`config.mk`:
```
export PLATFORM = sky130hd
export DESIGN_NAME = gpb_cfg_regs
export DESIGN_NICKNAME = d
export VERILOG_FILES = /design/src/hw/rtl/gpb_pkg.sv /design/src/hw/rtl/gpb_cfg_regs.sv
export SDC_FILE = /design/constraint.sdc
export NUM_CORES = 1
export LEC_CHECK = 0
export BUFFER_PORTS_ARGS = -buffer_cell sky130_fd_sc_hd__buf_2
export CORE_MARGIN = 2
export CORE_UTILIZATION = 43
export DETAILED_ROUTE_END_ITERATION = 8
export GPL_ROUTABILITY_DRIVEN = 0
export PLACE_DENSITY = 0.89
export SLEW_MARGIN = 25
export SYNTH_ARGS = -nofsm -noshare
export SYNTH_HDL_FRONTEND = slang
export SYNTH_SLANG_ARGS = --single-unit
```
`constraint.sdc`:
```
create_clock -name clk -period 1 [get_ports clk]
set_input_delay 0.05 -clock clk [delete_from_list [all_inputs] [get_ports clk]]
set_output_delay 0.05 -clock clk [all_outputs]
set_load 0.01 [all_outputs]
```
`src/hw/rtl/gpb_pkg.sv`:
```
// gpb_pkg: shared types, field widths and codes of the glyph-to-pixel blitter.
// No dependencies; compiled first.
`timescale 1ns / 1ps

package gpb_pkg;

  // Font geometry and defaults for the top-level parameter
  localparam int unsigned GLYPH_SIZE        = 8;
  localparam int unsigned GLYPH_COUNT       = 256;
  localparam int unsigned MAX_SCREEN_WIDTH  = 1024;
  localparam int unsigned MAX_SCREEN_HEIGHT = 1024;

  // Field widths
  localparam int unsigned CODE_W  = 8;
  localparam int unsigned ROW_W   = 3;
  localparam int unsigned BITS_W  = 8;
  localparam int unsigned DIM_W   = 11;
  localparam int unsigned POS_W   = 11;
  localparam int unsigned COLOR_W = 8;
  localparam int unsigned ADDR_W  = 20;

  // Signed coordinate with one guard bit for the glyph offset
  localparam int unsigned COORD_W = POS_W + 1;
  // Compare width for saturating the screen size against its maximum
  localparam int unsigned SAT_W   = 13;

  // Register file port
  localparam int unsigned PADDR_W = 4;
  localparam int unsigned PDATA_W = 32;

  localparam logic [ROW_W-1:0] ROW_LAST = ROW_W'(GLYPH_SIZE - 1);

  // Register reset values
  localparam logic [DIM_W-1:0]   RST_SCREEN_WIDTH  = DIM_W'(320);
  localparam logic [DIM_W-1:0]   RST_SCREEN_HEIGHT = DIM_W'(200);
  localparam logic [COLOR_W-1:0] RST_TEXT_COLOR    = COLOR_W'(7);

  typedef enum logic {
    ACT_LOAD = 1'b0,
    ACT_DRAW = 1'b1
  } action_t;

  typedef enum logic [1:0] {
    REG_SCREEN_WIDTH  = 2'd0,
    REG_SCREEN_HEIGHT = 2'd1,
    REG_TEXT_COLOR    = 2'd2
  } reg_idx_t;

  // Effective (saturated) configuration handed to the draw engine
  typedef struct packed {
    logic [DIM_W-1:0]   screen_width;
    logic [DIM_W-1:0]   screen_height;
    logic [COLOR_W-1:0] text_color;
  } gpb_cfg_t;

endpackage

```
`src/hw/rtl/gpb_cfg_regs.sv`:
```
// gpb_cfg_regs: APB register file for screen size and text color, with
// saturation of the screen size. Depends on gpb_pkg.
`timescale 1ns / 1ps

module gpb_cfg_regs (
  input  logic                         clk,
  input  logic                         rst_n,
  input  logic                         psel,
  input  logic                         penable,
  input  logic                         pwrite,
  input  logic [gpb_pkg::PADDR_W-1:0]  paddr,
  input  logic [gpb_pkg::PDATA_W-1:0]  pwdata,
  output logic [gpb_pkg::PDATA_W-1:0]  prdata,
  output logic                         pready,
  output gpb_pkg::gpb_cfg_t            cfg
);
  import gpb_pkg::*;

  logic [DIM_W-1:0]   width_r,  width_nxt;
  logic [DIM_W-1:0]   height_r, height_nxt;
  logic [COLOR_W-1:0] color_r,  color_nxt;
  reg_idx_t           reg_idx;
  logic               wr_fire;

  assign pready  = 1'b1;
  assign wr_fire = psel && penable && pwrite;
  assign reg_idx = reg_idx_t'(paddr[3:2]);

  // Register write decode
  always_comb begin
    width_nxt  = width_r;
    height_nxt = height_r;
    color_nxt  = color_r;
    if (wr_fire) begin
      unique case (reg_idx)
        REG_SCREEN_WIDTH:  width_nxt  = pwdata[DIM_W-1:0];
        REG_SCREEN_HEIGHT: height_nxt = pwdata[DIM_W-1:0];
        REG_TEXT_COLOR:    color_nxt  = pwdata[COLOR_W-1:0];
        default: ;
      endcase
    end
  end

  always_ff @(posedge clk) begin
    if (!rst_n) begin
      width_r  <= RST_SCREEN_WIDTH;
      height_r <= RST_SCREEN_HEIGHT;
      color_r  <= RST_TEXT_COLOR;
    end else begin
      width_r  <= width_nxt;
      height_r <= height_nxt;
      color_r  <= color_nxt;
    end
  end

  // Read mux
  always_comb begin
    unique case (reg_idx)
      REG_SCREEN_WIDTH:  prdata = PDATA_W'(width_r);
      REG_SCREEN_HEIGHT: prdata = PDATA_W'(height_r);
      REG_TEXT_COLOR:    prdata = PDATA_W'(color_r);
      default:           prdata = '0;
    endcase
  end

  // Clamp the screen size to what the framebuffer supports
  always_comb begin
    cfg.screen_width  = (SAT_W'(width_r) > SAT_W'(MAX_SCREEN_WIDTH))
                        ? DIM_W'(MAX_SCREEN_WIDTH) : width_r;
    cfg.screen_height = (SAT_W'(height_r) > SAT_W'(MAX_SCREEN_HEIGHT))
                        ? DIM_W'(MAX_SCREEN_HEIGHT) : height_r;
    cfg.text_color    = color_r;
  end

endmodule

```
* Yosys cells after proc, flatten, opt, wreduce, memory -nomap -nowiden
Index checks and enable logic that the tools add are counted.
** Word-level totals
- Output and inout port bits :: 63
- Bits in registers :: 30
** Cells by class
- $lt $le $gt $ge :: 2
- Equality and inequality tests :: 2
- Reductions and logical operators :: 6
- Multiplexer cells :: 3
** Operator list (number)
- case mux 11 bit (3 select lines) :: 1
- greater-than comparator 11 bit (second input constant) :: 2
- two-way mux 11 bit :: 2
- AND reduction 2 bit :: 3
- == test 2 x 1 -> 1 bit (second input constant) :: 1
- == test 2 bit (second input constant) :: 1
- logical AND 1 bit :: 2
- logical NOT 2 bit :: 1

* Depth between registers and ports, before layout
Gate-level depths: netlist (run 1).
- Depth after elaboration :: 3
- Mapped depth :: 5

* Worst setup path before layout (run 1)
No wires, ideal clock.
- Path kind :: register to output
- Start point :: register height_r[10]
- End point :: output prdata[10] (netlist bit)
- Arrival time :: 0.893 ns
- Path slack :: 0.057 ns
- Data required time :: 0.950 ns
- Stages on the path, launching flop included :: 4
- Cell sequence :: dfxtp_1 -> clkbuf_1 -> mux2i_1 -> nor2_1
** Between the ends
- Word-level cells in the longest chain between the ends :: 1
** RTL lines
- from (decl) :: RTL line gpb_cfg_regs.sv:20 : logic [DIM_W-1:0] height_r, height_nxt;
- from (signal assigned) :: RTL line gpb_cfg_regs.sv:51 : height_r <= height_nxt;
- case mux 11 bit (3 select lines) :: RTL line gpb_cfg_regs.sv:58 : unique case (reg_idx)
- to (decl) :: RTL line gpb_cfg_regs.sv:13 : output logic [gpb_pkg::PDATA_W-1:0] prdata,
Every way passes these cells.

==> results of run 1 <==
cell type report:
| type | instances | area share, % |
|---|---|---|
| multi-input combinational | 154 | 41.7 |
| inverter | 3 | 0.472 |
| clock inverter | 2 | 2.52 |
| tap | 50 | 2.62 |
| sequential | 30 | 26.5 |
| clock buffer | 6 | 3.46 |
| timing repair buffer | 82 | 22.7 |
report_power, final:
part	leakage (nW)	switching [W]	internal (W)
clock network	0.0714	0.000459	0.00106
registers	0.249	0.0000134	0.00121
logic	0.843	0.000207	0.000157
sequential cells by signal, indices dropped and copies added, names as in the netlist:
name and flops:
height_r 11, width_r 11, color_r 8
critical path: cells and delay by family, from the launching register on:
kind / cells / cell delay [ns]
buf+inv: 2 / 0.28
flops: 1 / 0.37
simple gates: 1 / 0.13
final timing paths:
kind	startpoint	endpoint	slack, ns	depth (start not counted)
hold reg to reg	height_r[5]	height_r[5]	0.47	2
hold / removal	pwdata[8]	height_r[8]	0.02	3
setup reg to reg	height_r[10]	height_r[10]	0.10	4
setup / recovery	width_r[10]	cfg[25]	-0.11	3
metrics by stage:
step                cell area [sq um]  setup TNS, ns  cells  worst slack, ns  total power (W)
floorplan                        1830              0    226           0.0565          0.00152
global placement                 2080              0    312           0.0226          0.00159
detailed placement               2080        -0.0391    312          -0.0318          0.00159
CTS                              2280          -1.47    321          -0.0941          0.00311
global route                     2390          -2.71    327           -0.132          0.00322
finish                           2390          -1.25    327           -0.107          0.00311
cells in the final DEF, fill, tap and decap left out, types with 2 or more instances in the layout:
master and count:
buf_6 10, dfxtp_1 8, buf_2 54, conb_1 22, nand3_1 4, dfxtp_2 20
bufinv_16 2, o211ai_2 2, buf_4 16, o21ai_1 8, dfxtp_4 2, nor2b_4 5
clkbuf_8 6, buf_12 2, nor2_1 3, mux2i_1 38, inv_1 3, nor2b_1 25
nand2_1 41
logic make-up (layout without fill, tap and decap cells):
kind of cell           count (synthesis)  in the layout  share of synthesized area [%]
other                                  2             22                          0.428
DFF                                   30             30                           34.3
muxes                                 38             38                           21.7
AOI/OAI and AO/OA                     11             11                           4.14
buffers and inverters                 42             93                           15.3
and+or+nand+nor                       83             83                           24.2
what timing repair did:
item	4_1_cts	5_1_grt
setup buffers	1	6
gates resized for setup	34	17
pin swaps	0	2
endpoints found under the setup margin	31	30
layer usage:
| layer | global-route usage [%] | vias up | wire, um |
|---|---|---|---|
| li1 | - | 757 | - |
| met1 | 21.7 | 720 | 1800 |
| met2 | 35.9 | 59 | 2260 |
| met3 | 4.93 | 9 | 251 |
| met4 | 7.25 | 0 | 69 |
| met5 | 0 | - | 0 |
==> key figures, run 1 <==
Die
  – Die footprint: ~4600 sq um
  – Core Box Area: roughly 4000 sq um
  – Initial core utilization: between 40% and 50%
  – Die width: about 68 um
  – Chip height: just under 70 um
  – Rows: 23
  – I/O pin cnt: between 100 and 150

Final layout
  – Reg area: around 630 sq um
  – Final Util: about three fifths
  – Layout cells sized above 1: ~44%
  – Fin nets: between 300 and 400
  – Synth-to-layout area growth: 36.2%
  – Fillers: around 340
  – Footprint of the multi-input gates: approximately 990 sq um
  – # diodes: 0

Critical path
  – Critical Path AT: 1.06 ns
  – Endpoint type of the worst setup path: primary output
  – Max stage delay on crit path: ~0.37 ns
  – Worst setup path class: flop to primary output
  – Data required, critical path: 0.95 ns
  – Slowest CP cell: dfxtp_4
  – CP Cell Sequence: buf_6 > nor2b_1 > buf_2
  – Crit start category: flop
  – Worst-path fanout max: 5

Synthesis
  – Seq/Total Area, Yosys: approximately a third
  – Top post-synthesis cells by count: 41 x nand2_1, 38 x mux2i_1, 30 x dfxtp_1, 29 x nor2b_1, 24 x buf_4
  – Yosys warns: 0
  – Synth Flop Type: dfxtp_1
  – Mapped Cells: around 210
  – Number of synthesized flops with an enable pin: 0
  – Post-synthesis instance area: around 1800 sq um
  – Most instantiated library cell after synthesis: nand2_1
  – Syn avg cell area: 8.51 sq um
  – Seq cells post-synth: 30
  – Post-synth top area share: between 30% and 40%
  – Asr flop ratio synth: 0%
  – Distinct cells, synth: 21
  – Synth area leaders: dfxtp_1 34%, mux2i_1 22%, nor2b_1 10%
  – Post-synth top area cell: dfxtp_1

Timing
  – Final setup viols: 27
  – Slew Limit Fails: 0
  – Hold Fails Final Rpt: 0
  – Final period util: 111%
  – Achievable Freq: between 0.9 and 1 GHz
  – Final WS setup: -0.107 ns
  – Fin Clk Skew: 0 ns
  – Tmin final: ~1.1 ns
  – RSZ-0062 raised after global routing: yes
  – Worst hold margin: approximately 0.017 ns

Status
  – Failing checks: setup timing
  – Status: finished, violations left

Route
  – DRT Pass-1 Iters: 4
  – Wire per inst: roughly 13 um
  – DR vias: ~1500
  – DRT iter0 DRCs: 46
  – Antenna-violating nets left: 0
  – Drc violations: 0
  – Final wirelength: around 4.4 mm
  – Vias per cell: between 4 and 5

Power
  – Lkg Pwr: 1.16 nW
  – Pwr Density: approximately 1300 nW/um^2
  – IR drop worst, VDD: between 800 and 900 uV

CTS
  – CTS buffer count: 5
  – Hold buffers post-CTS: 0
  – H-tree levels: 2
  – CTS tree: done
  – Clk Latency, worst-skew pair: around 0.28 ns
  – Clock Tree Buf Depth: 2
  – Clock Pin Slew Worst Setup and Hold Paths: 0.07 ns
  – Clk sinks: 30
  – Root buffer cell: clkbuf_8

GRT
  – First-pass GRT wire length: approximately 6.7 mm
  – Gr ovfl total: 0
  – GRT Util Overall: 19.6%
  – Largest net degree at the start of global routing: 20
  – Vias in the first global route: 1456
  – Initial antenna violation count: 0

Job
  – Max-Cap Viols: 0

Place
  – PortBufs: 58
  – DP HPWL: about 3.2 mm

Worst hold path
  – Hold Crit Class: input pin to flop
(Power assumes the default switching activity.)
==> inputs of run 2 (changes only) <==
--- a/config.mk
+++ b/config.mk
@@ -6,11 +6,12 @@
 export NUM_CORES = 1
 export LEC_CHECK = 0
 export BUFFER_PORTS_ARGS = -buffer_cell sky130_fd_sc_hd__buf_2
-export CORE_MARGIN = 2
-export CORE_UTILIZATION = 43
+export CELL_PAD_IN_SITES_DETAIL_PLACEMENT = 1
+export CELL_PAD_IN_SITES_GLOBAL_PLACEMENT = 1
+export CORE_UTILIZATION = 30
 export DETAILED_ROUTE_END_ITERATION = 8
 export GPL_ROUTABILITY_DRIVEN = 0
-export PLACE_DENSITY = 0.89
+export PLACE_DENSITY = 0.9
 export SLEW_MARGIN = 25
 export SYNTH_ARGS = -nofsm -noshare
 export SYNTH_HDL_FRONTEND = slang
==> run 2 against run 1 <==
- the run still ends with setup timing left
- non-clock buffer count unchanged
- routed wire length up 14%
- combinational power up 1%
- largest cell class unchanged
- power down 15%
- clock-buffer cell count up 1
- final cell count up 6.7%
- critical path depth up 1
- worst hold slack worse by 0.0065 ns
- clock skew unchanged
- core utilization down 17 points
- sequential share of layout area about the same
==> key figures, run 2 (synthesized netlist as in run 1, its figures left out) <==
Timing
  – Hold Fails Final Rpt: 0
  – Slew Limit Fails: 0
  – RSZ-0062 raised after global routing: yes
  – Final period util: 113%
  – Tmin final: around 1.1 ns
  – Achievable Freq: between 0.8 and 0.9 GHz
  – Setup_tns: -1.82 ns
  – Fin Clk Skew: 0 ns
  – Final WS setup: -0.130 ns
  – Final setup viols: 31

Place
  – PortBufs: between 50 and 60
  – Place WS: -0.0827 ns
  – Number of instances in the placed design: 333
  – DP HPWL: approximately 3.7 mm

GRT
  – GRT Util Overall: ~17%
  – First-pass GRT wire length: 7.82 mm
  – Gr ovfl total: 0
  – Initial antenna violation count: 0
  – Largest net degree at the start of global routing: 46
  – Vias in the first global route: roughly 1600

CTS
  – Root buffer cell: clkbuf_8
  – Clk Latency, worst-skew pair: 0.29 ns
  – CTS tree: done
  – CTS buffer count: 5
  – H-tree levels: 2
  – Clk sinks: 30
  – Clock Tree Buf Depth: 2
  – Clock Pin Slew Worst Setup and Hold Paths: around 0.070 ns

Critical path
  – Reg2reg setup slack: about 0.18 ns
  – R2R Path End: height_r[10]
  – Worst setup path class: flop to primary output
  – Data required, critical path: 0.95 ns
  – Crit start category: flop
  – Reg2Reg Depth: 3
  – Critical Path AT: ~1.1 ns
  – CP Cell Sequence: buf_12 > mux2i_4 > nor2_1 > buf_2
  – Endpoint type of the worst setup path: primary output
  – Worst-path fanout max: 10
  – Slowest CP cell: dfxtp_2
  – Max stage delay on crit path: between 0.3 and 0.4 ns
  – Origin of the critical flop-to-flop path: height_r[10]

Route
  – DRT iter0 DRCs: 70
  – Wire per inst: around 14 um
  – Vias per cell: roughly 4.5
  – DR vias: ~1600
  – Drc violations: 0
  – Antenna-violating nets left: 0
  – DRT Pass-1 Iters: 4
  – Final wirelength: approximately 5.0 mm

Die
  – Chip height: 78.4 um
  – Die footprint: between 6000 and 7000 sq um
  – Core Box Area: around 5600 sq um
  – Initial core utilization: 31.4%
  – I/O pin cnt: about 100
  – Rows: 27
  – Die width: around 78 um

Final layout
  – # diodes: 0
  – Layout cells sized above 1: 44.4%
  – Most frequent cells in the layout: 53 x buf_2, 41 x nand2_1, 37 x mux2i_1
  – Largest regs: height_r (11), width_r (11), color_r (8)
  – Finished Layout Cells: approximately 350
  – Most common cell after layout, fill and taps aside: buf_2
  – Fin nets: about 320
  – Synth-to-layout area growth: 35.5%

Power
  – Pwr Density: about 1100 nW/um^2
  – P_int: 0.00192 W
  – Combinational share of power: between 10 and 15%
  – Lkg Pwr: 1.14 nW
  – Sw Ratio: 27.1%
  – Sequential power share: around 47%
  – Sw Pwr: ~0.00071 W
  – Clock power frac: 39.5%
  – IR drop worst, VDD: approximately 520 uV

Worst hold path
  – Hold_sp: pwdata[8]
  – Worst Hold Path Cells: 3
  – Hold Crit Class: input pin to flop
  – Hold Path Sink: height_r[8]

Job
  – Max-Cap Viols: 0

Status
  – Failing checks: setup timing
  – Status: finished, violations left
## run 2: changes by cell type in the layout (fill, tap and decap cells not counted)
cell,previous run,this run
buf_2,54,53
buf_4,16,17
bufinv_16,2,0
clkbuf_1,0,1
clkinv_2,0,1
dfxtp_2,20,21
dfxtp_4,2,1
mux2i_1,38,37
mux2i_4,0,1
## run 2: timing repair
| action | in CTS | in global routing |
|---|---|---|
| hold buffers | 0 | 0 |
| gates resized for setup | 34 | 17 |
| endpoints found under the hold margin | 0 | 0 |
| setup buffers | 2 | 6 |
| cloned | 0 | 0 |
| pin swaps | 0 | 0 |
| endpoints found under the setup margin | 32 | 32 |
## run 2: per-stage QoR
step           power (W)  utilization [%]  instance area, sq um  hold WS (ns)
4_1_cts          0.00264             40.4                  2250        0.0113
6_report         0.00263             42.6                  2380        0.0109
5_1_grt          0.00276             42.6                  2380        0.0141
2_1_floorplan    0.00152                -                  1830         0.192
3_5_place_dp     0.00160             37.6                  2100         0.322
3_3_place_gp     0.00159             37.6                  2100         0.315
## run 2: worst max-delay path, delay by kind of cell (launching register included)
family                 cells  cell delay, ns
buffers and inverters      2            0.27
DFF                        1            0.33
muxes                      1            0.13
and+or+nand+nor            1            0.05
## run 2: how the worst max path moves through the flow
| stage | endpoint | startpoint | depth (start not counted) | slack [ns] |
|---|---|---|---|---|
| after floorplan | prdata[10] | height_r[10] | 3 | 0.06 |
| after global placement | prdata[6] | paddr[3] | 6 | -0.02 |
| after detailed placement | width_r[6] | pwrite | 6 | -0.08 |
| after CTS | prdata[10] | width_r[10] | 4 | -0.17 |
| after global routing | prdata[10] | width_r[10] | 4 | -0.17 |
| final | prdata[10] | width_r[10] | 4 | -0.13 |
## run 2: power by group through the flow
stage	sequential, W	combinational [W]	clock (W)
2_1_floorplan	0.00125	0.000269	0
5_1_grt	0.00123	0.000402	0.00113
3_5_place_dp	0.00125	0.000345	0
4_1_cts	0.00122	0.000353	0.00107
6_report	0.00122	0.000369	0.00104
3_3_place_gp	0.00125	0.000336	0
## run 2: cell type report
class	instances	area, sq um
Inverter	3	11.3
Tap cell	72	90.1
Sequential cell	30	631
Timing Repair Buffer	82	546
Fill cell	684	3200
Clock inverter	1	5.00
Multi-Input combinational cell	154	1010
Clock buffer	7	86.3
## run 2: metal layers
layer	global-route usage (%)	routed length, um	vias up
met5	0	0	-
met4	5.37	48	0
met3	4.19	226	9
met2	28.7	2550	52
met1	20.0	2170	744
li1	-	-	754
==> inputs of run 3 (changes only) <==
--- a/config.mk
+++ b/config.mk
@@ -11,7 +11,9 @@
 export CORE_UTILIZATION = 30
 export DETAILED_ROUTE_END_ITERATION = 8
 export GPL_ROUTABILITY_DRIVEN = 0
-export PLACE_DENSITY = 0.9
+export GPL_TIMING_DRIVEN = 0
+export PLACE_DENSITY_LB_ADDON = 0.1
+export REMOVE_ABC_BUFFERS = 1
 export SLEW_MARGIN = 25
 export SYNTH_ARGS = -nofsm -noshare
 export SYNTH_HDL_FRONTEND = slang
==> run 3 against run 2 <==
- the run still ends with setup timing left
- core utilization is 0.43 points lower
- flip-flop and latch count stayed put
- critical path depth is 1 lower
- largest cell class unchanged
- combinational power is 4% lower
- cell area is 1.0% lower
- fmax is 2.6% higher
- clock-buffer cell count stayed put
- final cell count is 2.0% lower
- critical path type unchanged
==> key figures, run 3 (synthesized netlist as in run 1, its figures left out) <==
CTS
  – CTS tree: done
  – Clk sinks: 30
  – CTS buffer count: 5
  – Clk Latency, worst-skew pair: between 0.2 and 0.3 ns
  – Clock Pin Slew Worst Setup and Hold Paths: 0.07 ns
  – Root buffer cell: clkbuf_8
  – Clock Tree Buf Depth: 2
  – H-tree levels: 2

Route
  – Antenna-violating nets left: 0
  – DRT Pass-1 Iters: 4
  – DR vias: 1485
  – Final wirelength: roughly 4.7 mm
  – Drc violations: 0
  – DRT iter0 DRCs: 39
  – Vias per cell: 4.34
  – Met3 wire length: between 200 and 250 um
  – Top Layer Used: met4
  – Met2 WL post-DR: ~2.2 mm
  – Wire per inst: about 14 um
  – WL met1: around 2.2 mm

Die
  – Die footprint: around 6200 sq um
  – Chip height: 78.4 um
  – I/O pin cnt: between 100 and 150
  – Core Box Area: 5570 sq um
  – Initial core utilization: 31.4%
  – Rows: 27
  – Die width: about 78 um

Timing
  – Fin Clk Skew: 0 ns
  – Tmin final: 1.10 ns
  – Final WS setup: -0.102 ns
  – Final setup viols: 23
  – Slew Limit Fails: 0
  – Worst hold margin: 0.0167 ns
  – Slew margin rel.: about 48%
  – Achievable Freq: 0.908 GHz
  – Least-Margin Pin Slew: between 0.7 and 0.8 ns
  – Final period util: 110%
  – RSZ-0062 raised after global routing: yes
  – Hold Fails Final Rpt: 0

Final layout
  – Largest regs: height_r (11), width_r (11), color_r (8)
  – Fin nets: 311
  – Layout cells sized above 1: 43.0%
  – Finished Layout Cells: around 340
  – Most common cell after layout, fill and taps aside: buf_2
  – Most frequent cells in the layout: 51 x buf_2, 41 x nand2_1, 38 x mux2i_1
  – Final Util: between 40% and 50%
  – # diodes: 0
  – Synth-to-layout area growth: 34.2%
  – Fillers: around 700

Place
  – PortBufs: slightly below 60
  – DP HPWL: a little over 3 mm
  – Number of instances in the placed design: about 320
  – Place WS: -0.675 ns

GRT
  – GRT Util Overall: 15.6%
  – Largest net degree at the start of global routing: 46
  – Initial antenna violation count: 0
  – Vias in the first global route: 1394
  – First-pass GRT wire length: approximately 7.2 mm
  – Gr ovfl total: 0

Critical path
  – Endpoint type of the worst setup path: primary output
  – Worst-path fanout max: 8
  – Crit start category: flop
  – Critical Path AT: roughly 1.1 ns
  – Data required, critical path: 0.95 ns
  – Worst setup path class: flop to primary output

Power
  – Total Power: about 0.0025 W
  – Lkg Pwr: about 1.1 nW
  – IR drop worst, VDD: 473 uV
  – Pwr Density: approximately 1100 nW/um^2

Status
  – Failing checks: setup timing
  – Status: finished, violations left

Worst hold path
  – Hold Crit Class: input pin to flop

Job
  – Max-Cap Viols: 0
[run 3: cell types whose count changed in the layout (fill, tap and decap cells not counted), moves of 2 or more]
cell / change
nor2b_1: -2
buf_4: -6
nor2b_2: +3
buf_12: +2
dfxtp_2: -2
buf_2: -2
[run 3: cell type report]
| type | count | area [sq um] | area share, % |
|---|---|---|---|
| Inverter | 3 | 11.3 | 0.479 |
| Sequential cell | 30 | 632 | 26.9 |
| Tap cell | 72 | 90.1 | 3.83 |
| Clock buffer | 7 | 76.3 | 3.24 |
| Multi-Input combinational cell | 154 | 1010 | 43.0 |
| Timing Repair Buffer | 76 | 531 | 22.6 |
[run 3: timing repair]
item,in CTS,in global routing
hold buffers,0,0
pin swaps,1,0
endpoints found under the setup margin,60,35
setup buffers,10,7
gates cloned,0,0
resized for setup,36,16
[run 3: metrics by stage]
step / TNS, ns / cell area, sq um
detailed placement: -15.90 / 1970
global route: -3.10 / 2350
floorplan: -3.37 / 1570
global placement: -24.61 / 1950
finish: -1.58 / 2350
CTS: -1.68 / 2230
[run 3: power breakdown]
| part | internal [W] | switching (W) |
|---|---|---|
| clock | 0.000479 | 0.000452 |
| combinational | 0.000148 | 0.000207 |
| sequential | 0.00121 | 0.0000147 |
| total | 0.00183 | 0.000674 |
[run 3: final timing paths]
kind           startpoint            to  slack (ns)  cells after the start
max           width_r[10]       cfg[22]       -0.10                      3
min             pwdata[8]   height_r[8]        0.02                      3
max reg2reg  height_r[10]  height_r[10]        0.17                      3
min reg2reg    width_r[1]    width_r[1]        0.47                      2
[run 3: critical path: stages (launching register included)]
cell	delay [ns]
dfxtp_4	0.39
buf_6	0.13
nor2b_1	0.10
buf_2	0.14
[run 3: per-layer routing]
layer / GRT usage, % / up-vias
met3: 4.88 / 6
met2: 26.1 / 55
met4: 4.44 / 0
met1: 19.1 / 679
met5: 0 / -
li1: - / 745
