[src/hw/rtl/gpb_pkg.sv]
// gpb_pkg: shared types, field widths and codes of the glyph-to-pixel blitter.
// No dependencies; compiled first.
`timescale 1ns / 1ps

package gpb_pkg;

  // Font geometry and defaults for the top-level parameter
  localparam int unsigned GLYPH_SIZE        = 8;
  localparam int unsigned GLYPH_COUNT       = 256;
  localparam int unsigned MAX_SCREEN_WIDTH  = 1024;
  localparam int unsigned MAX_SCREEN_HEIGHT = 1024;

  // Field widths
  localparam int unsigned CODE_W  = 8;
  localparam int unsigned ROW_W   = 3;
  localparam int unsigned BITS_W  = 8;
  localparam int unsigned DIM_W   = 11;
  localparam int unsigned POS_W   = 11;
  localparam int unsigned COLOR_W = 8;
  localparam int unsigned ADDR_W  = 20;

  // Signed coordinate with one guard bit for the glyph offset
  localparam int unsigned COORD_W = POS_W + 1;
  // Compare width for saturating the screen size against its maximum
  localparam int unsigned SAT_W   = 13;

  // Register file port
  localparam int unsigned PADDR_W = 4;
  localparam int unsigned PDATA_W = 32;

  localparam logic [ROW_W-1:0] ROW_LAST = ROW_W'(GLYPH_SIZE - 1);

  // Register reset values
  localparam logic [DIM_W-1:0]   RST_SCREEN_WIDTH  = DIM_W'(320);
  localparam logic [DIM_W-1:0]   RST_SCREEN_HEIGHT = DIM_W'(200);
  localparam logic [COLOR_W-1:0] RST_TEXT_COLOR    = COLOR_W'(7);

  typedef enum logic {
    ACT_LOAD = 1'b0,
    ACT_DRAW = 1'b1
  } action_t;

  typedef enum logic [1:0] {
    REG_SCREEN_WIDTH  = 2'd0,
    REG_SCREEN_HEIGHT = 2'd1,
    REG_TEXT_COLOR    = 2'd2
  } reg_idx_t;

  // Effective (saturated) configuration handed to the draw engine
  typedef struct packed {
    logic [DIM_W-1:0]   screen_width;
    logic [DIM_W-1:0]   screen_height;
    logic [COLOR_W-1:0] text_color;
  } gpb_cfg_t;

endpackage

[src/hw/rtl/gpb_ifs.sv]
// gpb_ifs: valid/ready channel interfaces for draw/load items and pixel results.
// Depends on gpb_pkg for field widths.
`timescale 1ns / 1ps

interface gpb_in_if;
  import gpb_pkg::*;

  logic                     valid;
  logic                     ready;
  logic                     action;
  logic [CODE_W-1:0]        char_code;
  logic [ROW_W-1:0]         glyph_row;
  logic [BITS_W-1:0]        row_bits;
  logic signed [POS_W-1:0]  pos_x;
  logic signed [POS_W-1:0]  pos_y;
  logic                     fill_background;

  modport source (
    output valid, action, char_code, glyph_row, row_bits, pos_x, pos_y, fill_background,
    input  ready
  );
  modport sink (
    input  valid, action, char_code, glyph_row, row_bits, pos_x, pos_y, fill_background,
    output ready
  );
endinterface

interface gpb_out_if;
  import gpb_pkg::*;

  logic               valid;
  logic               ready;
  logic               write_enable;
  logic [ADDR_W-1:0]  pixel_address;
  logic [COLOR_W-1:0] pixel_color;
  logic               last;

  modport source (
    output valid, write_enable, pixel_address, pixel_color, last,
    input  ready
  );
  modport sink (
    input  valid, write_enable, pixel_address, pixel_color, last,
    output ready
  );
endinterface

[src/hw/rtl/gpb_draw_seq.sv]
// gpb_draw_seq: item intake, font row loads, and the row/column scan that
// turns one glyph into pixel results through a pending and an output register.
// Depends on gpb_pkg and gpb_ifs.
`timescale 1ns / 1ps

module gpb_draw_seq #(
  parameter int unsigned GLYPH_COUNT = gpb_pkg::GLYPH_COUNT,
  localparam int unsigned FONT_AW    = $clog2(GLYPH_COUNT * gpb_pkg::GLYPH_SIZE)
) (
  input  logic                        clk,
  input  logic                        rst_n,
  gpb_in_if.sink                      in_ch,
  gpb_out_if.source                   out_ch,
  input  gpb_pkg::gpb_cfg_t           cfg,
  output logic                        font_we,
  output logic [FONT_AW-1:0]          font_waddr,
  output logic [gpb_pkg::BITS_W-1:0]  font_wdata,
  output logic                        font_re,
  output logic [FONT_AW-1:0]          font_raddr,
  input  logic [gpb_pkg::BITS_W-1:0]  font_rdata
);
  import gpb_pkg::*;

  typedef enum logic [3:0] {
    ST_IDLE  = 4'b0001,
    ST_FETCH = 4'b0010,
    ST_SCAN  = 4'b0100,
    ST_FLUSH = 4'b1000
  } state_t;

  state_t              state_r, state_nxt;
  logic [CODE_W-1:0]   code_r, code_nxt;
  logic                fill_r, fill_nxt;
  logic [COORD_W-1:0]  px_r, px_nxt;
  logic [COORD_W-1:0]  xx_r, xx_nxt;
  logic [COORD_W-1:0]  yy_r, yy_nxt;
  logic [ROW_W-1:0]    row_r, row_nxt;
  logic [ROW_W-1:0]    col_r, col_nxt;
  logic [ADDR_W-1:0]   row_base_r, row_base_nxt;
  logic                y_ok_r, y_ok_nxt;
  logic                pend_valid_r, pend_valid_nxt;
  logic [ADDR_W-1:0]   pend_addr_r, pend_addr_nxt;
  logic [COLOR_W-1:0]  pend_color_r, pend_color_nxt;
  logic                out_valid_r, out_valid_nxt;
  logic                out_we_r, out_we_nxt;
  logic [ADDR_W-1:0]   out_addr_r, out_addr_nxt;
  logic [COLOR_W-1:0]  out_color_r, out_color_nxt;
  logic                out_last_r, out_last_nxt;

  logic                        in_fire;
  logic                        code_ok;
  logic [CODE_W+ROW_W-1:0]     wr_full;
  logic [CODE_W+ROW_W-1:0]     rd_full;
  logic [2*DIM_W-1:0]          prod;
  logic                        bit_set;
  logic                        x_ok;
  logic                        hit;
  logic [ADDR_W-1:0]           cand_addr;
  logic [COLOR_W-1:0]          cand_color;
  logic                        out_free;
  logic                        scan_step;

  assign in_ch.ready = (state_r == ST_IDLE);
  assign in_fire     = in_ch.valid && in_ch.ready;
  assign code_ok     = {1'b0, in_ch.char_code} < (CODE_W + 1)'(GLYPH_COUNT);

  // Font loads go straight into the memory
  assign wr_full    = {in_ch.char_code, in_ch.glyph_row};
  assign font_we    = in_fire && (in_ch.action == ACT_LOAD) && code_ok;
  assign font_waddr = wr_full[FONT_AW-1:0];
  assign font_wdata = in_ch.row_bits;

  // One row read per glyph row
  assign rd_full    = {code_r, row_r};
  assign font_re    = (state_r == ST_FETCH);
  assign font_raddr = rd_full[FONT_AW-1:0];

  // Line base address, registered before the per-pixel add
  assign prod = yy_r[DIM_W-1:0] * cfg.screen_width;

  // Current pixel candidate
  assign bit_set    = font_rdata[col_r];
  assign x_ok       = !xx_r[COORD_W-1] && (xx_r[DIM_W-1:0] < cfg.screen_width);
  assign hit        = (bit_set || fill_r) && y_ok_r && x_ok;
  assign cand_addr  = row_base_r + ADDR_W'(xx_r[DIM_W-1:0]);
  assign cand_color = bit_set ? cfg.text_color : '0;

  assign out_free  = !out_valid_r || out_ch.ready;
  assign scan_step = (state_r == ST_SCAN) && (!hit || !pend_valid_r || out_free);

  // Sequencer and result registers
  always_comb begin
    state_nxt      = state_r;
    code_nxt       = code_r;
    fill_nxt       = fill_r;
    px_nxt         = px_r;
    xx_nxt         = xx_r;
    yy_nxt         = yy_r;
    row_nxt        = row_r;
    col_nxt        = col_r;
    row_base_nxt   = row_base_r;
    y_ok_nxt       = y_ok_r;
    pend_valid_nxt = pend_valid_r;
    pend_addr_nxt  = pend_addr_r;
    pend_color_nxt = pend_color_r;
    out_valid_nxt  = out_valid_r && !out_ch.ready;
    out_we_nxt     = out_we_r;
    out_addr_nxt   = out_addr_r;
    out_color_nxt  = out_color_r;
    out_last_nxt   = out_last_r;

    unique case (state_r)
      ST_IDLE: begin
        if (in_fire && (in_ch.action == ACT_DRAW)) begin
          code_nxt       = in_ch.char_code;
          fill_nxt       = in_ch.fill_background;
          px_nxt         = {in_ch.pos_x[POS_W-1], in_ch.pos_x};
          xx_nxt         = {in_ch.pos_x[POS_W-1], in_ch.pos_x};
          yy_nxt         = {in_ch.pos_y[POS_W-1], in_ch.pos_y};
          row_nxt        = '0;
          col_nxt        = '0;
          pend_valid_nxt = 1'b0;
          state_nxt      = code_ok ? ST_FETCH : ST_FLUSH;
        end
      end

      ST_FETCH: begin
        row_base_nxt = prod[ADDR_W-1:0];
        y_ok_nxt     = !yy_r[COORD_W-1] && (yy_r[DIM_W-1:0] < cfg.screen_height);
        state_nxt    = ST_SCAN;
      end

      ST_SCAN: begin
        if (scan_step) begin
          if (hit) begin
            // the previous pixel is known not to be last: send it on
            if (pend_valid_r) begin
              out_valid_nxt = 1'b1;
              out_we_nxt    = 1'b1;
              out_addr_nxt  = pend_addr_r;
              out_color_nxt = pend_color_r;
              out_last_nxt  = 1'b0;
            end
            pend_valid_nxt = 1'b1;
            pend_addr_nxt  = cand_addr;
            pend_color_nxt = cand_color;
          end
          col_nxt = col_r + ROW_W'(1);
          xx_nxt  = xx_r + COORD_W'(1);
          if (col_r == ROW_LAST) begin
            xx_nxt    = px_r;
            yy_nxt    = yy_r + COORD_W'(1);
            row_nxt   = row_r + ROW_W'(1);
            state_nxt = (row_r == ROW_LAST) ? ST_FLUSH : ST_FETCH;
          end
        end
      end

      ST_FLUSH: begin
        // final pixel carries last; a draw with no pixel gives an empty result
        if (out_free) begin
          out_valid_nxt  = 1'b1;
          out_we_nxt     = pend_valid_r;
          out_addr_nxt   = pend_valid_r ? pend_addr_r : '0;
          out_color_nxt  = pend_valid_r ? pend_color_r : '0;
          out_last_nxt   = 1'b1;
          pend_valid_nxt = 1'b0;
          state_nxt      = ST_IDLE;
        end
      end

      default: state_nxt = ST_IDLE;
    endcase
  end

  always_ff @(posedge clk) begin
    if (!rst_n) begin
      state_r      <= ST_IDLE;
      pend_valid_r <= 1'b0;
      out_valid_r  <= 1'b0;
    end else begin
      state_r      <= state_nxt;
      pend_valid_r <= pend_valid_nxt;
      out_valid_r  <= out_valid_nxt;
    end
  end

  always_ff @(posedge clk) begin
    code_r       <= code_nxt;
    fill_r       <= fill_nxt;
    px_r         <= px_nxt;
    xx_r         <= xx_nxt;
    yy_r         <= yy_nxt;
    row_r        <= row_nxt;
    col_r        <= col_nxt;
    row_base_r   <= row_base_nxt;
    y_ok_r       <= y_ok_nxt;
    pend_addr_r  <= pend_addr_nxt;
    pend_color_r <= pend_color_nxt;
    out_we_r     <= out_we_nxt;
    out_addr_r   <= out_addr_nxt;
    out_color_r  <= out_color_nxt;
    out_last_r   <= out_last_nxt;
  end

  assign out_ch.valid         = out_valid_r;
  assign out_ch.write_enable  = out_we_r;
  assign out_ch.pixel_address = out_addr_r;
  assign out_ch.pixel_color   = out_color_r;
  assign out_ch.last          = out_last_r;

  // Checks
  a_load_stays_idle: assert property (@(posedge clk) disable iff (!rst_n)
    in_fire && (in_ch.action == ACT_LOAD) |=> state_r == ST_IDLE)
    else $error("load item started the draw engine");

  a_draw_leaves_idle: assert property (@(posedge clk) disable iff (!rst_n)
    in_fire && (in_ch.action == ACT_DRAW) |=> state_r != ST_IDLE)
    else $error("draw item not taken up by the engine");

  a_no_pending_in_idle: assert property (@(posedge clk) disable iff (!rst_n)
    state_r == ST_IDLE |-> !pend_valid_r)
    else $error("pixel left pending after a draw ended");

  a_empty_is_last: assert property (@(posedge clk) disable iff (!rst_n)
    out_valid_r && !out_we_r |-> out_last_r)
    else $error("non-write result without last");

endmodule

[src/flat_wrapper.sv]
// flat-port wrapper written by rule: the top's interface ports become plain ports
module gpb_draw_seq_flat import gpb_pkg::*;
#(
  parameter int unsigned GLYPH_COUNT = gpb_pkg::GLYPH_COUNT,
  localparam int unsigned FONT_AW    = $clog2(GLYPH_COUNT * gpb_pkg::GLYPH_SIZE)
)
  (clk, rst_n, cfg, font_we, font_waddr, font_wdata, font_re, font_raddr, font_rdata, in_ch_valid, in_ch_action, in_ch_char_code, in_ch_glyph_row, in_ch_row_bits, in_ch_pos_x, in_ch_pos_y, in_ch_fill_background, in_ch_ready, out_ch_valid, out_ch_write_enable, out_ch_pixel_address, out_ch_pixel_color, out_ch_last, out_ch_ready);
  gpb_in_if in_ch_i ();
  gpb_out_if out_ch_i ();
  input  logic clk;
  input  logic rst_n;
  input  gpb_pkg::gpb_cfg_t cfg;
  output logic font_we;
  output logic [FONT_AW-1:0] font_waddr;
  output logic [gpb_pkg::BITS_W-1:0] font_wdata;
  output logic font_re;
  output logic [FONT_AW-1:0] font_raddr;
  input  logic [gpb_pkg::BITS_W-1:0] font_rdata;
  input wire logic [$bits(in_ch_i.valid)-1:0] in_ch_valid;
  input wire logic [$bits(in_ch_i.action)-1:0] in_ch_action;
  input wire logic [$bits(in_ch_i.char_code)-1:0] in_ch_char_code;
  input wire logic [$bits(in_ch_i.glyph_row)-1:0] in_ch_glyph_row;
  input wire logic [$bits(in_ch_i.row_bits)-1:0] in_ch_row_bits;
  input wire logic [$bits(in_ch_i.pos_x)-1:0] in_ch_pos_x;
  input wire logic [$bits(in_ch_i.pos_y)-1:0] in_ch_pos_y;
  input wire logic [$bits(in_ch_i.fill_background)-1:0] in_ch_fill_background;
  output wire logic [$bits(in_ch_i.ready)-1:0] in_ch_ready;
  output wire logic [$bits(out_ch_i.valid)-1:0] out_ch_valid;
  output wire logic [$bits(out_ch_i.write_enable)-1:0] out_ch_write_enable;
  output wire logic [$bits(out_ch_i.pixel_address)-1:0] out_ch_pixel_address;
  output wire logic [$bits(out_ch_i.pixel_color)-1:0] out_ch_pixel_color;
  output wire logic [$bits(out_ch_i.last)-1:0] out_ch_last;
  input wire logic [$bits(out_ch_i.ready)-1:0] out_ch_ready;
  assign in_ch_i.valid = in_ch_valid;
  assign in_ch_i.action = in_ch_action;
  assign in_ch_i.char_code = in_ch_char_code;
  assign in_ch_i.glyph_row = in_ch_glyph_row;
  assign in_ch_i.row_bits = in_ch_row_bits;
  assign in_ch_i.pos_x = in_ch_pos_x;
  assign in_ch_i.pos_y = in_ch_pos_y;
  assign in_ch_i.fill_background = in_ch_fill_background;
  assign in_ch_ready = in_ch_i.ready;
  assign out_ch_valid = out_ch_i.valid;
  assign out_ch_write_enable = out_ch_i.write_enable;
  assign out_ch_pixel_address = out_ch_i.pixel_address;
  assign out_ch_pixel_color = out_ch_i.pixel_color;
  assign out_ch_last = out_ch_i.last;
  assign out_ch_i.ready = out_ch_ready;
  gpb_draw_seq #(.GLYPH_COUNT(GLYPH_COUNT)) u_core (.clk(clk), .rst_n(rst_n), .in_ch(in_ch_i), .out_ch(out_ch_i), .cfg(cfg), .font_we(font_we), .font_waddr(font_waddr), .font_wdata(font_wdata), .font_re(font_re), .font_raddr(font_raddr), .font_rdata(font_rdata));
endmodule
[config.mk]
export PLATFORM = sky130hd
export DESIGN_NAME = gpb_draw_seq_flat
export DESIGN_NICKNAME = d
export VERILOG_FILES = /design/src/hw/rtl/gpb_pkg.sv /design/src/hw/rtl/gpb_ifs.sv /design/src/hw/rtl/gpb_draw_seq.sv /design/src/flat_wrapper.sv
export SDC_FILE = /design/constraint.sdc
export NUM_CORES = 1
export LEC_CHECK = 0
export BUFFER_PORTS_ARGS = -buffer_cell sky130_fd_sc_hd__buf_2
export CORE_MARGIN = 10
export CORE_UTILIZATION = 50
export CTS_BUF_LIST = sky130_fd_sc_hd__clkbuf_8
export CTS_CLUSTER_SIZE = 24
export DETAILED_ROUTE_END_ITERATION = 16
export PLACE_DENSITY_LB_ADDON = 0.1
export SYNTH_ARGS = -nofsm -noshare
export SYNTH_HDL_FRONTEND = slang
export SYNTH_SLANG_ARGS = --single-unit
export TNS_END_PERCENT = 10
[constraint.sdc]
create_clock -name clk -period 8 [get_ports clk]
set_input_delay 0.4 -clock clk [delete_from_list [all_inputs] [get_ports clk]]
set_output_delay 0.4 -clock clk [all_outputs]
set_load 0.01 [all_outputs]
---- Word level (Yosys, flattened, before mapping) ----
Index checks and enable logic that the tools add are counted.
storage, ports and cells
  memory bits (writable) .................. 0
  bits in read-only memories .............. 0
  flip-flop bits (word level) ............. 135
  memories kept ........................... 0
  output and inout bits ................... 64
  bits in latches ......................... 0
  word-level logic and storage cells ...... 123
  input bits .............................. 85
cells by class
  shift-type cells ........................ 0
  $mul .................................... 1
  muxes and demuxes ....................... 54
  reduce and logical (&&, ||, !) cells .... 29
  equality and inequality tests ........... 12
  bitwise logic cells ..................... 1
  $lt $le $gt $ge ......................... 3
  div/mod/pow operators ................... 0
  add/sub/neg operators ................... 5
operator list
  kind                                                                      count
  20-bit 2-to-1 mux                                                         5
  12-bit 2-to-1 mux                                                         6
  12-bit case mux with 2 select lines                                       2
  8-bit 2-to-1 mux                                                          5
  20-bit case mux with 2 select lines                                       1
  12-bit by 1-bit adder with 12-bit output (second input constant)          2
  11-bit < comparator                                                       2
  20-bit by 11-bit adder with 20-bit output                                 1
  11-bit by 11-bit multiplier with 20-bit output                            1
  4-bit 2-to-1 mux                                                          5
  1-bit 2-to-1 mux                                                          17
  4-bit case mux with 4 select lines                                        1
  8-bit case mux with 2 select lines                                        1
  3-bit 2-to-1 mux                                                          4
  3-bit case mux with 2 select lines                                        2
  5-bit AND reduction                                                       2
  1-bit logical AND                                                         9
  2-bit by 1-bit inequality test with 1-bit output (second input constant)  4
  4-bit AND reduction                                                       2
  3-bit by 1-bit adder with 3-bit output (second input constant)            2
  3-bit == test (second input constant)                                     2
  1-bit logical NOT                                                         6
  1-bit case mux with 2 select lines                                        3
  3-bit AND reduction                                                       2
  13 further kinds                                                          18

---- Logic depth before layout (Yosys ltp) ----
  depth after elaboration ................. 11
  mapped depth ............................ 20
  depth with buffers taken out ............ 18

---- Worst setup path after synthesis ----
No wires, ideal clock.
  path kind ............................... in2reg
  start ................................... in cfg[27] in the netlist's numbering
  end ..................................... reg u_core.pend_addr_r[0], enable pin
  setup time .............................. 0.565 ns
  data arrival time ....................... 6.252 ns
  buffers on the path ..................... 1
  cell stages on the path ................. 8
  data required time ...................... 7.435 ns
  path slack .............................. 1.183 ns
  cells stage by stage .................... clkbuf_1 > inv_1 > ha_1 > a21oi_1 > and2b_1 > o21ai_0 > o2111ai_4 > a2111oi_0
between the ends
  word-level cells in the longest chain between the ends .. 8
ends and longest elaborated chain
  element                          line                 RTL
  from (decl)                      flat_wrapper.sv:12   input gpb_pkg::gpb_cfg_t cfg;
  11-bit < comparator *            gpb_draw_seq.sv:83   assign x_ok = !xx_r[COORD_W-1] && (xx_r[DIM_W-1:0] < cfg.screen_width);
  1-bit logical AND *              gpb_draw_seq.sv:83
  1-bit logical AND *              gpb_draw_seq.sv:84   assign hit = (bit_set || fill_r) && y_ok_r && x_ok;
  1-bit logical NOT                gpb_draw_seq.sv:89   assign scan_step = (state_r == ST_SCAN) && (!hit || !pend_valid_r || out_free);
  1-bit logical OR (2 in a row)    gpb_draw_seq.sv:89
  1-bit logical AND                gpb_draw_seq.sv:89
  3-bit AND reduction (no line) *  n/a
  to (signal assigned)             gpb_draw_seq.sv:198  pend_addr_r <= pend_addr_nxt;
  to (decl)                        gpb_draw_seq.sv:42   logic [ADDR_W-1:0] pend_addr_r, pend_addr_nxt;
Every way passes the cells marked *; elsewhere a longest branch is shown, timed or not.
A chain may end at the register's enable or synchronous reset.

---- Final worst setup path ----
  start ................................... reg u_core.yy_r[0]
  end ..................................... reg u_core.row_base_r[19] (data pin)
between the ends
  word-level cells in the longest chain between the ends .. 1
ends and longest elaborated chain
  element                                         line                 RTL
  from (decl)                                     gpb_draw_seq.sv:36   logic [COORD_W-1:0] yy_r, yy_nxt;
  from (signal assigned)                          gpb_draw_seq.sv:193  yy_r <= yy_nxt;
  11-bit by 11-bit multiplier with 20-bit output  gpb_draw_seq.sv:79   assign prod = yy_r[DIM_W-1:0] * cfg.screen_width;
  named net u_core.prod[19]                       gpb_draw_seq.sv:54   logic [2*DIM_W-1:0] prod;
  to (signal assigned)                            gpb_draw_seq.sv:196  row_base_r <= row_base_nxt;
  to (decl)                                       gpb_draw_seq.sv:39   logic [ADDR_W-1:0] row_base_r, row_base_nxt;
The timed path passes the listed nets, and every way through them passes these cells.

==> results.md <==
- Combinational logic is responsible for 46.4% of the overall power.
- Routed signal wires occupy layers up through met4.
- In this run, flip-flops and latches consume 32.5% of the power.
- The slack of the worst reg-to-reg path is 2.64 ns.
- Max-cap violations in this run came to 0.
- The number of global-route vias before repair is 7,510.
- The HPWL after detailed placement is 18.0 mm.
- The synthesized design contains 129 enable-type register cells.
- The post-synthesis to final-layout area growth is 11.0%.
- The area inside the core boundary is 21,000 µm².
- The later pin in the worst-skew pair is clocked with a latency of 0.45 ns.
- At the pin with the least slew margin, the transition time is 1.05 ns.
- The area of the mapped netlist is 10,600 µm².
- Wire segments on met2 add up to 11.1 mm in the final route.
- The share of the clock period used by the worst path after layout is 67.0%.
- The clock transition at the registers of the reported paths is 0.09 ns.
- Headroom to the max-slew limit came out at 30.0%.
- Routability-driven placement finished with a final weighted congestion of 0.834.
- The worst-case hold slack is 0.123 ns.
- Detailed routing placed a total of 1.14 mm of wire on met3.
- In this run the remaining antenna-violating nets after routing total 0.
- Among all flip-flop cells after synthesis, the most frequent one is edfxtp_1.
- Power comes to 2.71 mW.
- The number of hold violations in the final report was 0.
- Synthesis produced a netlist with a net count of 1,268.
- The smallest clock period supported by the final layout is computed as 5.36 ns.
- Clock skew on the completed layout was measured at 0.0155 ns.
- The repair_antennas step left the layout with diodes totalling 0.
- The number of hold buffers added after CTS was 0.
- Setup repair after global routing left no endpoint under its margin.
- Setup violations remaining at the end of the flow were counted as 0.
- The number of setup buffers added after CTS is 0.
- The highest achievable clock rate is 187 MHz.
- In this run the power spent charging and discharging nets is 1.06 mW.
- The number of slew-limit violations in the final report is 0.
- The type of origin of the critical path is a flip-flop.
- The total overflow left after global routing is 0.
- The share of the yosys chip area belonging to registers is 37.5%.
- The run finished with clean final reports.
- Dividing the detail-routed wire length by the instance count gives 16.3 µm.
- During placement, the flow inserted port buffers numbering 126.
- The number of different library cells used by synthesis comes to 62.
- The number of buffers added by the clock tree synthesis step is 17.
- The total number of vias is 7,284.
- The cell row count is 53.
- The average via count per standard cell is 5.20.
- Measured along the x axis, the die boundary spans 166 µm.
- The Yosys step of the flow raised 0 warnings.
- Entering global routing, the biggest net connects 33 pins.
- The number of gates resized after CTS was 0.
- The top-level port count is 149.
- The number of fillers in the final layout is 1,891.
- The required time of the worst setup path is 8.19 ns.
- The worst setup path is of the flip-flop to flip-flop kind.
- CTS saw 135 sinks.
- The proportion of layout cells with a drive suffix above 1 is 16.7%.
- The number of register bits inferred by synthesis is 135.
- For the worst setup path, the data arrival time is 5.56 ns.
- The cell at the root of the clock tree is clkbuf_8.
- The placement-stage worst setup slack is 2.63 ns.
- In the final timing run, aggregate negative setup slack is 0 ns.
- The relative contribution of the clock network to total power is 21.1%.
- The detailed-route wire length is 22.8 mm.
- Of all nets on the critical path, the largest fanout is 15.
- The die is 166 µm tall.
- The async set or reset register ratio after synthesis is 0%.
- The floorplan step defined a die boundary enclosing 27,500 µm².
- CTS built an H-tree with a depth of 4.
- Setup slack closes at 2.64 ns.
- Dividing the synthesized area by the synthesized cell count gives 10.5 µm².
- The power density normalized to cell area is 230 nW/µm².
- For this block, the initial DRC count from the detailed router was 375.
- The number of antenna violations at the first check in global routing is 0.
- After detailed routing, the number of remaining DRC violations is 0.
- The TritonCTS clock tree is built.
- The detailed router put a total of 10.3 mm of wire on met1.
- The first global-routing pass estimated 37.9 mm of wire.
- In this run the static leakage power is 5.14 nW.
- The gate count after technology mapping is 1,015.
- Across every metal layer, demand over resource in global routing totals 16.6%.
- The final layout contains 1,365 nets.
- The worst setup path is captured at a flip-flop.
- In this run switching power makes up 38.9% of total power.
- The starting density of the core is 50.8%.
- Before antenna repair, the detailed router went through 5 iterations.
- In this run the deepest clock path goes through 2 buffers.
- The worst vdd rail ir drop is 0.191 mV.
- The internal portion of the total power is 1.66 mW.
- The path class of the tightest hold or removal check is primary input to flip-flop.
==> worst max-delay path, cell delays in order (launching register included) <==
cell	delay, ns
edfxtp_1	0.66
nand2_1	0.15
fa_1	0.53
fa_1	0.56
inv_1	0.06
fa_1	0.50
fa_1	0.54
inv_1	0.05
fa_1	0.53
inv_1	0.04
ha_1	0.35
a21oi_1	0.22
nand2_1	0.06
o21ai_0	0.34
a41oi_1	0.25
nor3_1	0.18
o2bb2ai_1	0.09
==> metrics by stage <==
step	cell area (µm²)	cells	util, %
after floorplan	10600	1015	-
after global placement	11400	1368	54.5
after detailed placement	11400	1368	54.5
after CTS	11800	1400	56.4
after global routing	11800	1400	56.4
final	11800	1400	56.4
==> cell usage after synthesis (all sizes together), types with 3 or more instances <==
cell	instances	share of area, %
nor4b	4	0.39
nand3b	6	0.42
nor3b	5	0.35
clkbuf	35	1.2
o31ai	3	0.21
nor2b	35	2.1
dfxtp	6	1.1
o21a	7	0.49
xnor2	32	2.6
and2	69	4.1
nand2b	7	0.41
nor2	52	1.8
edfxtp	129	36
and3	3	0.18
a211oi	10	0.71
nand3	14	0.66
nor3	7	0.38
o211ai	7	0.49
o2111ai	3	0.41
a21o	8	0.56
ha	88	10
nand4	5	0.29
fa	80	15
nand2	98	3.5
a21oi	46	2.2
buf	21	1.4
and2b	9	0.73
inv	135	4.8
a31oi	3	0.18
o21ai	35	1.6
and4	4	0.33
nand4b	3	0.25
xor2	15	1.2
==> metal layers <==
metal / up-vias / track usage (%)
li1: 3580 / -
met1: 3512 / 21.5
met2: 177 / 27.5
met3: 15 / 3.98
met4: 0 / 4.04
met5: - / 0
==> registers in the layout, summed over array words and instances (netlist names) <==
register                     count
u_core.code_r                    8
u_core.col_r                     3
u_core.fill_r                    1
u_core.out_ch.last               1
u_core.out_ch.pixel_address     20
u_core.out_ch.pixel_color        8
u_core.out_ch.valid              1
u_core.out_ch.write_enable       1
u_core.pend_addr_r              20
u_core.pend_color_r              8
u_core.pend_valid_r              1
u_core.px_r                     11
u_core.row_base_r               20
u_core.row_r                     3
u_core.state_r                   4
u_core.xx_r                     12
u_core.y_ok_r                    1
u_core.yy_r                     12
==> layout by cell type (no fill, tap or decap), types with 3 or more instances in the layout <==
master      count
o21a_1          7
fa_1           80
a211oi_1       10
xor2_1         15
inv_6           4
nand4_1         5
and3_1          3
nand2b_1        7
nand2_1        98
inv_8           3
a31oi_1         3
clkbuf_8       17
nand4b_1        3
and2b_2         8
clkinvlp_4      4
a21oi_1        45
o31ai_1         3
and4_1          4
buf_4           8
nor2b_1        35
edfxtp_1      129
buf_2         126
xnor2_1        32
inv_1         134
o21ai_0        35
o211ai_1        7
nor4b_2         3
nor2_1         51
a21o_1          8
nand3_1        14
ha_1           88
nand3b_1        6
and2_1         69
nor3_1          6
dfxtp_1         6
nor3b_1         5
==> kinds of logic (layout without fill, tap and decap cells) <==
group	Yosys count	in the layout	share of synthesized area [%]
AOI/OAI and AO/OA	141	141	8.48
adders and majority gates	168	168	25.4
buffers and inverters	191	301	7.41
muxes	6	6	1.01
DFF	135	135	37.5
and+or+nand+nor	327	327	16.3
xor gates and xnor gates	47	47	3.87
==> layout make-up <==
cell class	count	area, µm²	area share [%]
flip-flops and latches	135	3990	33.8
repair buffers	134	691	5.85
multi-input cells	689	5880	49.8
clock inverters	15	163	1.38
clock buffers	17	234	1.98
inverters	135	507	4.29
well taps	275	344	2.91
==> power by group through the flow <==
stage               Sequential [mW]  Clock (mW)  Combinational (mW)
finish                        0.882       0.572                1.26
CTS                           0.883       0.593                1.28
detailed placement            0.899           0                1.26
global route                  0.885       0.620                1.46
floorplan                     0.886           0               0.996
global placement              0.898           0                1.24
==> worst paths after layout <==
kind                            depth (start not counted)                              to                  start
worst min-delay path                                    1                   u_core.fill_r  in_ch_fill_background
worst max-delay path                                   16           u_core.row_base_r[19]         u_core.yy_r[0]
worst max register to register                         16           u_core.row_base_r[19]         u_core.yy_r[0]
worst min register to register                          1  u_core.out_ch.pixel_address[8]  u_core.pend_addr_r[8]
No activity file was read; power rests on OpenSTA's default activity.
